### src/sv/hcs_pkg.sv
// Shared types and constants for the Hamiltonian circuit search block.
// Depends on nothing; the top level and the checker import it.
package hcs_pkg;

   // Default graph size; the top level takes it as a parameter.
   localparam int NUM_VERTICES_DEF = 8;

   // Fixed field widths of the request and response transactions.
   localparam int ROW_INDEX_W = 3;
   localparam int ROW_BITS_W  = 8;
   localparam int VERTEX_W    = 3;

   // Request command codes.
   typedef enum logic {
      CMD_LOAD   = 1'b0,
      CMD_SEARCH = 1'b1
   } cmd_type;

   typedef struct packed {
      cmd_type                cmd;
      logic [ROW_INDEX_W-1:0] row_index;
      logic [ROW_BITS_W-1:0]  row_bits;
   } req_type;

   typedef struct packed {
      logic                found;
      logic [VERTEX_W-1:0] vertex;
      logic                last;
   } rsp_type;

endpackage

### src/sv/hcs_ram.sv
// Generic single-write, single-read synchronous RAM with registered read data.
// Depends on nothing.
module hcs_ram #(
   parameter int WIDTH = 8,
   parameter int DEPTH = 8,
   localparam int AW = (DEPTH > 1) ? $clog2(DEPTH) : 1
) (
   input  logic             clock,
   input  logic             wr_en,
   input  logic [AW-1:0]    wr_addr,
   input  logic [WIDTH-1:0] wr_data,
   input  logic             rd_en,
   input  logic [AW-1:0]    rd_addr,
   output logic [WIDTH-1:0] rd_data
);

   logic [WIDTH-1:0] mem_ff [DEPTH];
   logic [WIDTH-1:0] rd_data_ff;

   // Write one entry, register one read.
   always_ff @(posedge clock) begin
      if (wr_en) begin
         mem_ff[wr_addr] <= wr_data;
      end
      if (rd_en) begin
         rd_data_ff <= mem_ff[rd_addr];
      end
   end

   assign rd_data = rd_data_ff;

endmodule

### src/sv/hcs_adj_store.sv
// Adjacency matrix store: one row per source vertex in a RAM, with per-row
// valid flops so that unwritten rows read as zero after reset. Uses hcs_ram.
module hcs_adj_store #(
   parameter int NUM_VERTICES = 8,
   localparam int VW = $clog2(NUM_VERTICES)
) (
   input  logic                    clock,
   input  logic                    reset,
   input  logic                    wr_en,
   input  logic [VW-1:0]           wr_addr,
   input  logic [NUM_VERTICES-1:0] wr_row,
   input  logic [VW-1:0]           rd_addr,
   output logic [NUM_VERTICES-1:0] rd_row
);

   logic [NUM_VERTICES-1:0] valid_ff;
   logic [NUM_VERTICES-1:0] valid_in;
   logic                    rd_valid_ff;
   logic [NUM_VERTICES-1:0] ram_row;

   hcs_ram #(
      .WIDTH (NUM_VERTICES),
      .DEPTH (NUM_VERTICES)
   ) u_adj_ram (
      .clock   (clock),
      .wr_en   (wr_en),
      .wr_addr (wr_addr),
      .wr_data (wr_row),
      .rd_en   (1'b1),
      .rd_addr (rd_addr),
      .rd_data (ram_row)
   );

   // Mark a row valid once written.
   always_comb begin
      valid_in = valid_ff;
      if (wr_en) begin
         valid_in[wr_addr] = 1'b1;
      end
   end

   // Clear valid flags at reset; track validity of the row being read.
   always_ff @(posedge clock) begin
      if (reset) begin
         valid_ff    <= '0;
         rd_valid_ff <= 1'b0;
      end else begin
         valid_ff    <= valid_in;
         rd_valid_ff <= valid_ff[rd_addr];
      end
   end

   // Drop data of rows never written.
   assign rd_row = rd_valid_ff ? ram_row : '0;

endmodule

### src/sv/hamiltonian_circuit_search.sv
// Hamiltonian circuit search: a row load / search command port and a result
// strobe port. The adjacency matrix sits in hcs_adj_store, the path stack in
// an hcs_ram; a small sequencer walks the depth-first backtracking.
//
// Usage:
//  - A request transaction is taken when start is high and busy is low.
//    cmd = CMD_LOAD writes adjacency row row_index (rows at or beyond the
//    graph size are ignored, bits beyond it dropped); it gives no result
//    and leaves busy low, so loads can follow back to back.
//  - cmd = CMD_SEARCH raises busy for the whole search. Each forward step
//    stays in ST_SCAN, each backtrack step goes through ST_BACK to ST_SCAN,
//    both bound by the registered read data of the adjacency and stack RAMs.
//  - On success NUM_VERTICES + 1 results follow on consecutive cycles:
//    the circuit vertices from vertex 0, then vertex 0 again with last = 1.
//    On failure a single result with found = 0, vertex = 0, last = 1.
//    Circuit results come from ST_EMIT; a failed scan registers its own.
//  - Each result is on rsp_payload for exactly one cycle with rsp_strobe
//    high; the receiver cannot stall the block.
//  - Synchronous reset clears the adjacency valid flags (all rows read as
//    zero) and the sequencer at once; no clearing sweep is needed.
module hamiltonian_circuit_search
   import hcs_pkg::*;
#(
   parameter int NUM_VERTICES = NUM_VERTICES_DEF
) (
   input  logic    clock,
   input  logic    reset,
   input  logic    start,
   output logic    busy,
   input  req_type req_payload,
   output logic    rsp_strobe,
   output rsp_type rsp_payload
);

   localparam int VW = $clog2(NUM_VERTICES);
   localparam int DW = VW + 1;
   localparam logic [NUM_VERTICES-1:0] ONE_BIT = NUM_VERTICES'(1);
   localparam logic [DW-1:0] DEPTH_FULL = DW'(NUM_VERTICES);

   typedef enum logic [3:0] {
      ST_IDLE = 4'b0001,
      ST_SCAN = 4'b0010,
      ST_BACK = 4'b0100,
      ST_EMIT = 4'b1000
   } state_type;

   state_type               state_ff, state_in;
   logic [DW-1:0]           depth_ff, depth_in;
   logic [NUM_VERTICES-1:0] used_ff, used_in;
   logic [VW-1:0]           cur_ff, cur_in;
   logic [DW-1:0]           from_ff, from_in;
   logic [DW-1:0]           k_ff, k_in;
   logic                    emit_vld_ff, emit_vld_in;
   logic                    found_ff, found_in;
   logic                    last_ff, last_in;

   logic                    accept;
   logic                    adj_wr_en;
   logic [VW-1:0]           adj_rd_addr;
   logic [NUM_VERTICES-1:0] adj_row;

   logic                    path_wr_en;
   logic [VW-1:0]           path_wr_addr;
   logic [VW-1:0]           path_wr_data;
   logic [VW-1:0]           path_rd_addr;
   logic [VW-1:0]           path_rd_data;

   logic [NUM_VERTICES-1:0] start_mask;
   logic [NUM_VERTICES-1:0] cand;
   logic                    has_cand;
   logic [VW-1:0]           cand_idx;

   assign accept    = start && !busy;
   assign adj_wr_en = accept && (req_payload.cmd == CMD_LOAD) &&
                      (int'(req_payload.row_index) < NUM_VERTICES);

   hcs_adj_store #(
      .NUM_VERTICES (NUM_VERTICES)
   ) u_adj_store (
      .clock   (clock),
      .reset   (reset),
      .wr_en   (adj_wr_en),
      .wr_addr (VW'(req_payload.row_index)),
      .wr_row  (NUM_VERTICES'(req_payload.row_bits)),
      .rd_addr (adj_rd_addr),
      .rd_row  (adj_row)
   );

   hcs_ram #(
      .WIDTH (VW),
      .DEPTH (NUM_VERTICES)
   ) u_path_ram (
      .clock   (clock),
      .wr_en   (path_wr_en),
      .wr_addr (path_wr_addr),
      .wr_data (path_wr_data),
      .rd_en   (1'b1),
      .rd_addr (path_rd_addr),
      .rd_data (path_rd_data)
   );

   // Find the lowest unused successor at or above the resume point.
   always_comb begin
      for (int i = 0; i < NUM_VERTICES; i++) begin
         start_mask[i] = (DW'(i) >= from_ff);
      end
      cand     = adj_row & ~used_ff & start_mask;
      has_cand = |cand;
      cand_idx = '0;
      for (int i = NUM_VERTICES - 1; i >= 0; i--) begin
         if (cand[i]) begin
            cand_idx = VW'(i);
         end
      end
   end

   // Sequence the search: advance, backtrack, emit.
   always_comb begin
      state_in     = state_ff;
      depth_in     = depth_ff;
      used_in      = used_ff;
      cur_in       = cur_ff;
      from_in      = from_ff;
      k_in         = k_ff;
      emit_vld_in  = 1'b0;
      found_in     = found_ff;
      last_in      = 1'b0;
      adj_rd_addr  = cur_ff;
      path_wr_en   = 1'b0;
      path_wr_addr = '0;
      path_wr_data = '0;
      path_rd_addr = '0;
      unique case (state_ff)
         ST_IDLE: begin
            if (accept && (req_payload.cmd == CMD_SEARCH)) begin
               depth_in    = DW'(1);
               used_in     = ONE_BIT;
               cur_in      = '0;
               from_in     = DW'(1);
               adj_rd_addr = '0;
               path_wr_en  = 1'b1;
               state_in    = ST_SCAN;
            end
         end
         ST_SCAN: begin
            priority if (depth_ff == DEPTH_FULL && adj_row[0]) begin
               // Closing edge found: report the circuit.
               k_in     = '0;
               state_in = ST_EMIT;
            end else if (depth_ff != DEPTH_FULL && has_cand) begin
               // Push the candidate and fetch its row.
               path_wr_en   = 1'b1;
               path_wr_addr = depth_ff[VW-1:0];
               path_wr_data = cand_idx;
               used_in      = used_ff | (ONE_BIT << cand_idx);
               cur_in       = cand_idx;
               depth_in     = depth_ff + DW'(1);
               from_in      = DW'(1);
               adj_rd_addr  = cand_idx;
            end else if (depth_ff <= DW'(1)) begin
               // Nothing left at the first position: no circuit.
               emit_vld_in = 1'b1;
               found_in    = 1'b0;
               last_in     = 1'b1;
               state_in    = ST_IDLE;
            end else begin
               // Pop the tail vertex and fetch the new tail.
               used_in      = used_ff & ~(ONE_BIT << cur_ff);
               from_in      = DW'(cur_ff) + DW'(1);
               depth_in     = depth_ff - DW'(1);
               path_rd_addr = VW'(depth_ff - DW'(2));
               state_in     = ST_BACK;
            end
         end
         ST_BACK: begin
            cur_in      = path_rd_data;
            adj_rd_addr = path_rd_data;
            state_in    = ST_SCAN;
         end
         ST_EMIT: begin
            path_rd_addr = (k_ff == DEPTH_FULL) ? '0 : k_ff[VW-1:0];
            emit_vld_in  = 1'b1;
            found_in     = 1'b1;
            last_in      = (k_ff == DEPTH_FULL);
            k_in         = k_ff + DW'(1);
            if (k_ff == DEPTH_FULL) begin
               state_in = ST_IDLE;
            end
         end
         default: begin
            state_in = ST_IDLE;
         end
      endcase
   end

   // Hold sequencer state; clear control at reset.
   always_ff @(posedge clock) begin
      if (reset) begin
         state_ff    <= ST_IDLE;
         depth_ff    <= '0;
         used_ff     <= '0;
         emit_vld_ff <= 1'b0;
         last_ff     <= 1'b0;
      end else begin
         state_ff    <= state_in;
         depth_ff    <= depth_in;
         used_ff     <= used_in;
         emit_vld_ff <= emit_vld_in;
         last_ff     <= last_in;
      end
   end

   always_ff @(posedge clock) begin
      cur_ff   <= cur_in;
      from_ff  <= from_in;
      k_ff     <= k_in;
      found_ff <= found_in;
   end

   // Drive the result transaction from the path stack read port.
   assign busy               = (state_ff != ST_IDLE);
   assign rsp_strobe         = emit_vld_ff;
   assign rsp_payload.found  = found_ff;
   assign rsp_payload.vertex = found_ff ? VERTEX_W'(path_rd_data) : '0;
   assign rsp_payload.last   = last_ff;

endmodule

### config.mk
export PLATFORM = sky130hd
export DESIGN_NAME = hamiltonian_circuit_search
export DESIGN_NICKNAME = d
export VERILOG_FILES = /design/src/sv/hcs_pkg.sv /design/src/sv/hcs_ram.sv /design/src/sv/hcs_adj_store.sv /design/src/sv/hamiltonian_circuit_search.sv
export SDC_FILE = /design/constraint.sdc
export NUM_CORES = 1
export LEC_CHECK = 0
export BUFFER_PORTS_ARGS = -buffer_cell sky130_fd_sc_hd__buf_2
export CORE_ASPECT_RATIO = 1.75
export CORE_MARGIN = 2
export CORE_UTILIZATION = 62
export DETAILED_ROUTE_END_ITERATION = 12
export PLACE_DENSITY = 0.8
export SLEW_MARGIN = 20
export SYNTH_ARGS = -nofsm -noshare
export SYNTH_HDL_FRONTEND = slang
export SYNTH_SLANG_ARGS = --single-unit
### constraint.sdc
create_clock -name clock -period 8.2 [get_ports clock]
set_input_delay 2.05 -clock clock [delete_from_list [all_inputs] [get_ports clock]]
set_output_delay 2.05 -clock clock [all_outputs]
set_load 0.05 [all_outputs]
Yosys cells after proc, flatten, opt, wreduce, memory -nomap -nowiden

Memory sizes are Yosys's and may differ from the RTL's. A register that Yosys moved wholly into a read port is not among the register bits.
Cells that the tools add are included.

Register bits after elaboration: 39
RAM bits: 88
Bits of input ports: 15
Output and inout port bits: 7
Logic and storage cells: 138
Memories: 2

$add $sub $neg: 5
Magnitude comparators: 12
Equal/unequal tests: 16
Shift operators: 2
Muxes and demuxes: 68
Bitwise logic cells: 8
Reduce and logical (&&, ||, !) cells: 14

Memory list:

| memory                       | words | width | rd ports | clocked after Yosys merged registers in | write ports | RTL line      | RTL |
|---|---|---|---|---|---|---|---|
| u_adj_store.u_adj_ram.mem_ff | 8     | 8     | 1        | 1                                       | 1           | hcs_ram.sv:17 | `logic [WIDTH-1:0] mem_ff [DEPTH];` |
| u_path_ram.mem_ff            | 8     | 3     | 1        | 1                                       | 1           | hcs_ram.sv:17 |  |

Operators by type and width:

| operator                                                    | count |
|---|---|
| 2-to-1 mux 3 bit                                            | 23 |
| 2-to-1 mux 4 bit                                            | 12 |
| 2-to-1 mux 8 bit                                            | 5 |
| bitwise AND 8 bit                                           | 3 |
| case mux 4 bit (2 select lines)                             | 3 |
| >= comparator 3 x 4 -> 1 bit (first input constant)         | 4 |
| NOT 8 bit                                                   | 2 |
| bitwise OR 8 bit                                            | 2 |
| case mux 4 bit (4 select lines)                             | 1 |
| case mux 8 bit (2 select lines)                             | 1 |
| << shifter 1 x 3 -> 8 bit (first input constant)            | 2 |
| 2-to-1 mux 1 bit                                            | 15 |
| == test 4 bit (second input constant)                       | 3 |
| != test 2 bit (second input constant)                       | 6 |
| case mux 3 bit (3 select lines)                             | 1 |
| adder 4 x 1 -> 4 bit (second input constant)                | 2 |
| >= comparator 1 x 4 -> 1 bit (first input constant)         | 2 |
| >= comparator 2 x 4 -> 1 bit (first input constant)         | 2 |
| less-than comparator 3 x 4 -> 1 bit (second input constant) | 2 |
| case mux 1 bit (2 select lines)                             | 4 |
| AND reduction 4 bit                                         | 2 |
| OR reduction 8 bit                                          | 1 |
| logical AND 1 bit                                           | 6 |
| != test 3 bit (second input constant)                       | 2 |
| 18 further kinds                                            | 19 |

Longest topological paths before layout

Depth after elaboration: 16
Depth in mapped cells: 13
Depth with buffers taken out: 11

Hierarchy

Synthesis repeated with hierarchy kept, for this count alone.

Cell total of the unflattened synthesis: 448
Area, all modules: 6422.4 um^2

Modules (own cells, without submodules):

| module                           | times used | cells an instance | area each (um^2) | sequential area each (um^2) |
|---|---|---|---|---|
| hcs_ram at u_adj_store.u_adj_ram | 1          | 114               | 2771.4           | 2162.1 |
| hamiltonian_circuit_search       | 1          | 237               | 2165.8           | 690.7 |
| hcs_ram at u_path_ram            | 1          | 50                | 1072.3           | 810.8 |
| hcs_adj_store                    | 1          | 47                | 412.9            | 180.2 |

Worst setup path before layout

OpenSTA, ideal clock, no wires.

Path kind: input-to-reg
Start: in req_payload[11] (netlist bit)
End: mem u_adj_store.u_adj_ram.mem_ff[0][0], enable pin
Setup time: 386 ps
Arrival: 3131 ps
Required time: 7814 ps
Slack: 4684 ps
Stages: 2
Buffers on the path: 0
Cells stage by stage: or3_1 -> nor3_1

Word-level cells in the longest chain between the ends: 4

RTL lines:

| item                                   | RTL line                         | RTL |
|---|---|---|
| start: declaration                     | hamiltonian_circuit_search.sv:30 | `input req_type req_payload,` |
| NOT 1 bit                              | hamiltonian_circuit_search.sv:74 | `assign adj_wr_en = accept && (req_payload.cmd == CMD_LOAD) &&` |
| logical AND 1 bit                      | hamiltonian_circuit_search.sv:74 |  |
| 2-to-1 mux 1 bit                       | hcs_ram.sv:22                    | `if (wr_en) begin` |
| 2-to-1 mux 1 bit (implied by the code) | hcs_ram.sv:23                    | `mem_ff[wr_addr] <= wr_data;` |
| end: declaration                       | hcs_ram.sv:17                    |  |

No other way between the ends.

Worst setup path after layout

Start: in req_payload[11] (netlist bit)
End: reg u_adj_store.u_adj_ram.rd_data_ff[1], in the netlist u_adj_store.u_adj_ram.rd_data[1] (read register of u_adj_store.u_adj_ram.mem_ff)

Word-level cells in the longest chain between the ends: 3

RTL lines:

| item                            | RTL line                          | RTL |
|---|---|---|
| logical AND 1 bit               | hamiltonian_circuit_search.sv:135 | `if (accept && (req_payload.cmd == CMD_SEARCH)) begin` |
| 2-to-1 mux 3 bit                | --                                |  |
| case mux 3 bit (3 select lines) | hamiltonian_circuit_search.sv:133 | `unique case (state_ff)` |
| end: declaration                | hcs_ram.sv:18                     | `logic [WIDTH-1:0] rd_data_ff;` |

No other way between the ends.
A chain may end at the register's enable or synchronous reset.

==> results.py <==
metrics = {
    "status": {
        "status": "finished, final reports clean",
    },
    "synth": {
        "postSynthCellCount": 495,
        "synthesis.area_um2": 6107,
        "ys_seq_elements": 138,
        "synth.yosys.seq_area_share": 0.6114,
        "ys.flop_type": "edfxtp_1",
        "synth_top_cell_by_area": "edfxtp_1",
        "synth.avg_cell_area_um2": 12.34,
        "synth_async_sr_flop_share": 0,
        "synth_warnings": 0,
        "synthTopCellsByArea": "edfxtp_1 (48%), dfxtp_1 (13%), a211oi_1 (4.3%)",
        "synth_edf_count": 97,
        "yosysTopAreaCellShare": 0.4770,
        "syn_nets": 524,
        "ys_types": 60,
    },
    "worst_setup_path": {
        "worstRegToRegCells": 8,
        "r2r-end": "u_adj_store.u_adj_ram.rd_data[1]",
        "crit_required_ns": 8.50,
        "path_class": "input port to flip-flop",
        "cpPeakStageDelay_ns": 0.79,
        "start_kind": "input port",
        "arrival_ns": 4.10,
        "crit_path_end_kind": "flip-flop",
        "worstPathMaxFanout": 8,
        "r2r_slack_ns": 4.46,
        "critPathLaunch": "req_payload[11]",
        "endpoint": "u_adj_store.u_adj_ram.rd_data[1]",
        "regToRegStartpoint": "from_ff[3]",
        "path_cells": "buf_2, nand2_1, o22ai_1, nand2_1, o21a_1, o22ai_1, a211oi_1, nor4_1",
        "slowest_stage": "o22ai_1",
    },
    "worst_hold_path": {
        "hp-class": "flip-flop to flip-flop",
    },
    "place": {
        "place.port_buffers": 21,
        "gp_congestion": 0.9884,
        "hpwl_mm": 9.338,
        "placed_cells": 623,
    },
    "final_layout": {
        "final_common_cell": "edfxtp_1",
        "antennaDiodeCount": 0,
        "fill_cells": 658,
        "area_delta_synth_final_pct": 13.52,
        "nets": 546,
        "most-common-layout-cells": "edfxtp_1 (97), dfxtp_1 (41), nor2_1 (39), nand2_1 (39), and3_1 (36)",
        "fin_cells": 655,
        "drive_above_1_share": 0.1453,
        "post-route-util": 0.7126,
    },
    "die": {
        "ios": 22,
        "dieWidth_um": 79.03,
        "coreArea_um2": 9729,
        "die_h_um": 135.3,
        "die-area_um2": 10690,
        "num_rows": 48,
        "start_util": 0.6277,
    },
    "clocking": {
        "clkTransAtPathRegs_ns": 0.06,
        "clk_latency_ns": 0.42,
        "cts_tree": "yes",
        "htree_levels": 4,
        "clockBufferDepth": 2,
        "root_buffer": "clkbuf_16",
        "cts.repair.resized": 0,
        "cts_made_buffers": 17,
        "cts.sinks": 138,
        "hold_buffers": 0,
        "postCtsSetupRepairBufs": 0,
    },
    "timing": {
        "fin_worst_skew_ns": 0.01150,
        "fmax_mhz": 263.4,
        "grt_setup_unrepaired": "false",
        "hold_viol_final": 0,
        "tightest_slew_ns": 1.032,
        "tns_ns": 0,
        "drv_slew": 0,
        "setup_viol": 0,
        "relSlewSlack": 0.3095,
        "post-route-period-util": 0.4630,
        "finalCriticalPeriod_ns": 3.797,
    },
    "global_routing": {
        "grtUsageTotal": 0.2815,
        "grt_pass1_vias": 4334,
        "grt_overflow_total": 0,
        "antenna_found_initial": 0,
        "grt_first_pass_wirelength_mm": 22.08,
        "grt_max_degree": 41,
    },
    "route": {
        "initialDrtViolationCount": 408,
        "wirelength_mm": 14.18,
        "firstDrtPassIters": 5,
        "wl_met3_um": 814,
        "antenna_left": 0,
        "top_layer_used": "met4",
        "met2_length_mm": 7.694,
        "avgRoutedWirePerCell_um": 21.65,
        "vias": 4291,
        "drt-met1-wl_mm": 4.992,
        "drc": 0,
        "viasPerCell": 6.551,
    },
    "power_and_ir_drop": {
        "powerDensity_nw_per_um2": 259.5,
        "vdd_ir_drop_max_mv": 0.2876,
        "p_leak_nw": 2.409,
    },
    "job": {
        "maxCapViolCount": 0,
    },
}
-- flip-flops by register name, indices dropped and copies added (netlist names), 3 cells and up --
| name | flops |
|---|---|
| depth_ff | 4 |
| u_adj_store.valid_ff | 8 |
| from_ff | 4 |
| u_adj_store.u_adj_ram.rd_data | 8 |
| u_adj_store.u_adj_ram.mem_ff | 64 |
| u_path_ram.mem_ff | 24 |
| cur_ff | 3 |
| u_path_ram.rd_data | 3 |
| used_ff | 8 |
| state_ff | 4 |
| k_ff | 4 |
-- logic make-up (layout without fill, tap and decap cells) --
kind of cell | count (synthesis) | count (layout) | share of synthesized area
compound gates | 110 | 110 | 0.1358
xor+xnor | 6 | 6 | 0.008606
fa+ha+maj | 14 | 14 | 0.02868
buf+inv | 35 | 70 | 0.02950
flops | 138 | 138 | 0.6114
mux | 10 | 10 | 0.02930
simple gates | 182 | 182 | 0.1567
-- metrics by stage --
stage | hold WS, ns | power, mW | area, um^2 | setup WS [ns]
6_report | 0.4661 | 1.799 | 6933 | 4.403
5_1_grt | 0.4845 | 1.849 | 6933 | 4.296
4_1_cts | 0.4647 | 1.798 | 6924 | 4.464
3_5_place_dp | 0.4516 | 0.9661 | 6272 | 4.080
3_3_place_gp | 0.4439 | 0.9610 | 6272 | 4.187
2_1_floorplan | 0.4318 | 0.9214 | 6107 | 4.684
-- power breakdown --
part	switching (mW)	total [mW]	internal, mW
clock network	0.294	0.838	0.544
logic	0.106	0.160	0.0535
registers	0.0314	0.802	0.770
-- per-layer routing --
metal	vias to the layer above	GRT usage
met1	2093	0.2908
li1	1947	-
met4	0	0.1705
met2	194	0.5000
met3	57	0.07333
met5	-	0
-- worst min path at each step --
| stage | from | cells after the start | endpoint | slack, ns |
|---|---|---|---|---|
| after global routing | u_adj_store.valid_ff[4] | 1 | u_adj_store.valid_ff[4] | 0.48 |
| after detailed placement | u_adj_store.valid_ff[7] | 1 | u_adj_store.valid_ff[7] | 0.45 |
| after global placement | u_adj_store.valid_ff[1] | 1 | u_adj_store.valid_ff[1] | 0.44 |
| after floorplan | u_adj_store.valid_ff[0] | 2 | u_adj_store.valid_ff[0] | 0.43 |
| final | u_adj_store.valid_ff[7] | 1 | u_adj_store.valid_ff[7] | 0.47 |
| after CTS | u_adj_store.valid_ff[7] | 1 | u_adj_store.valid_ff[7] | 0.46 |
-- layout make-up --
class | count | area (um^2) | area share
repair buffers | 24 | 127.6 | 0.01841
clock inverters | 13 | 219.0 | 0.03158
well taps | 125 | 156.4 | 0.02256
inverters | 14 | 52.55 | 0.007580
flip-flops and latches | 138 | 3734 | 0.5385
multi-input cells | 322 | 2211 | 0.3189
clock buffers | 19 | 432.9 | 0.06244
-- Yosys cell counts, drive strengths merged, types with 2 or more instances --
| cell type | count |
|---|---|
| edfxtp | 97 |
| dfxtp | 41 |
| nand2 | 40 |
| nor2 | 40 |
| and3 | 36 |
| a211oi | 35 |
| nor3 | 20 |
| ha | 14 |
| o21ai | 14 |
| inv | 13 |
| buf | 12 |
| o21a | 12 |
| a21oi | 11 |
| a31oi | 10 |
| nor4 | 10 |
| clkbuf | 9 |
| nand2b | 8 |
| and2 | 6 |
| mux4 | 6 |
| nand3 | 6 |
| a21boi | 4 |
| o211ai | 4 |
| o22ai | 4 |
| a32o | 3 |
| mux2 | 3 |
| nor4bb | 3 |
| or3 | 3 |
| xnor2 | 3 |
| xor2 | 3 |
| nand4 | 2 |
| nor3b | 2 |
| nor4b | 2 |
| o311ai | 2 |
-- worst max-delay path: cells and delay by family --
kind / cells / cell delay [ns]
AO/OA/AOI/OAI: 4 / 1.29
buffers and inverters: 1 / 0.12
AND/OR/NAND/NOR: 3 / 0.64
Note: power is estimated with default switching activity, not from simulation.
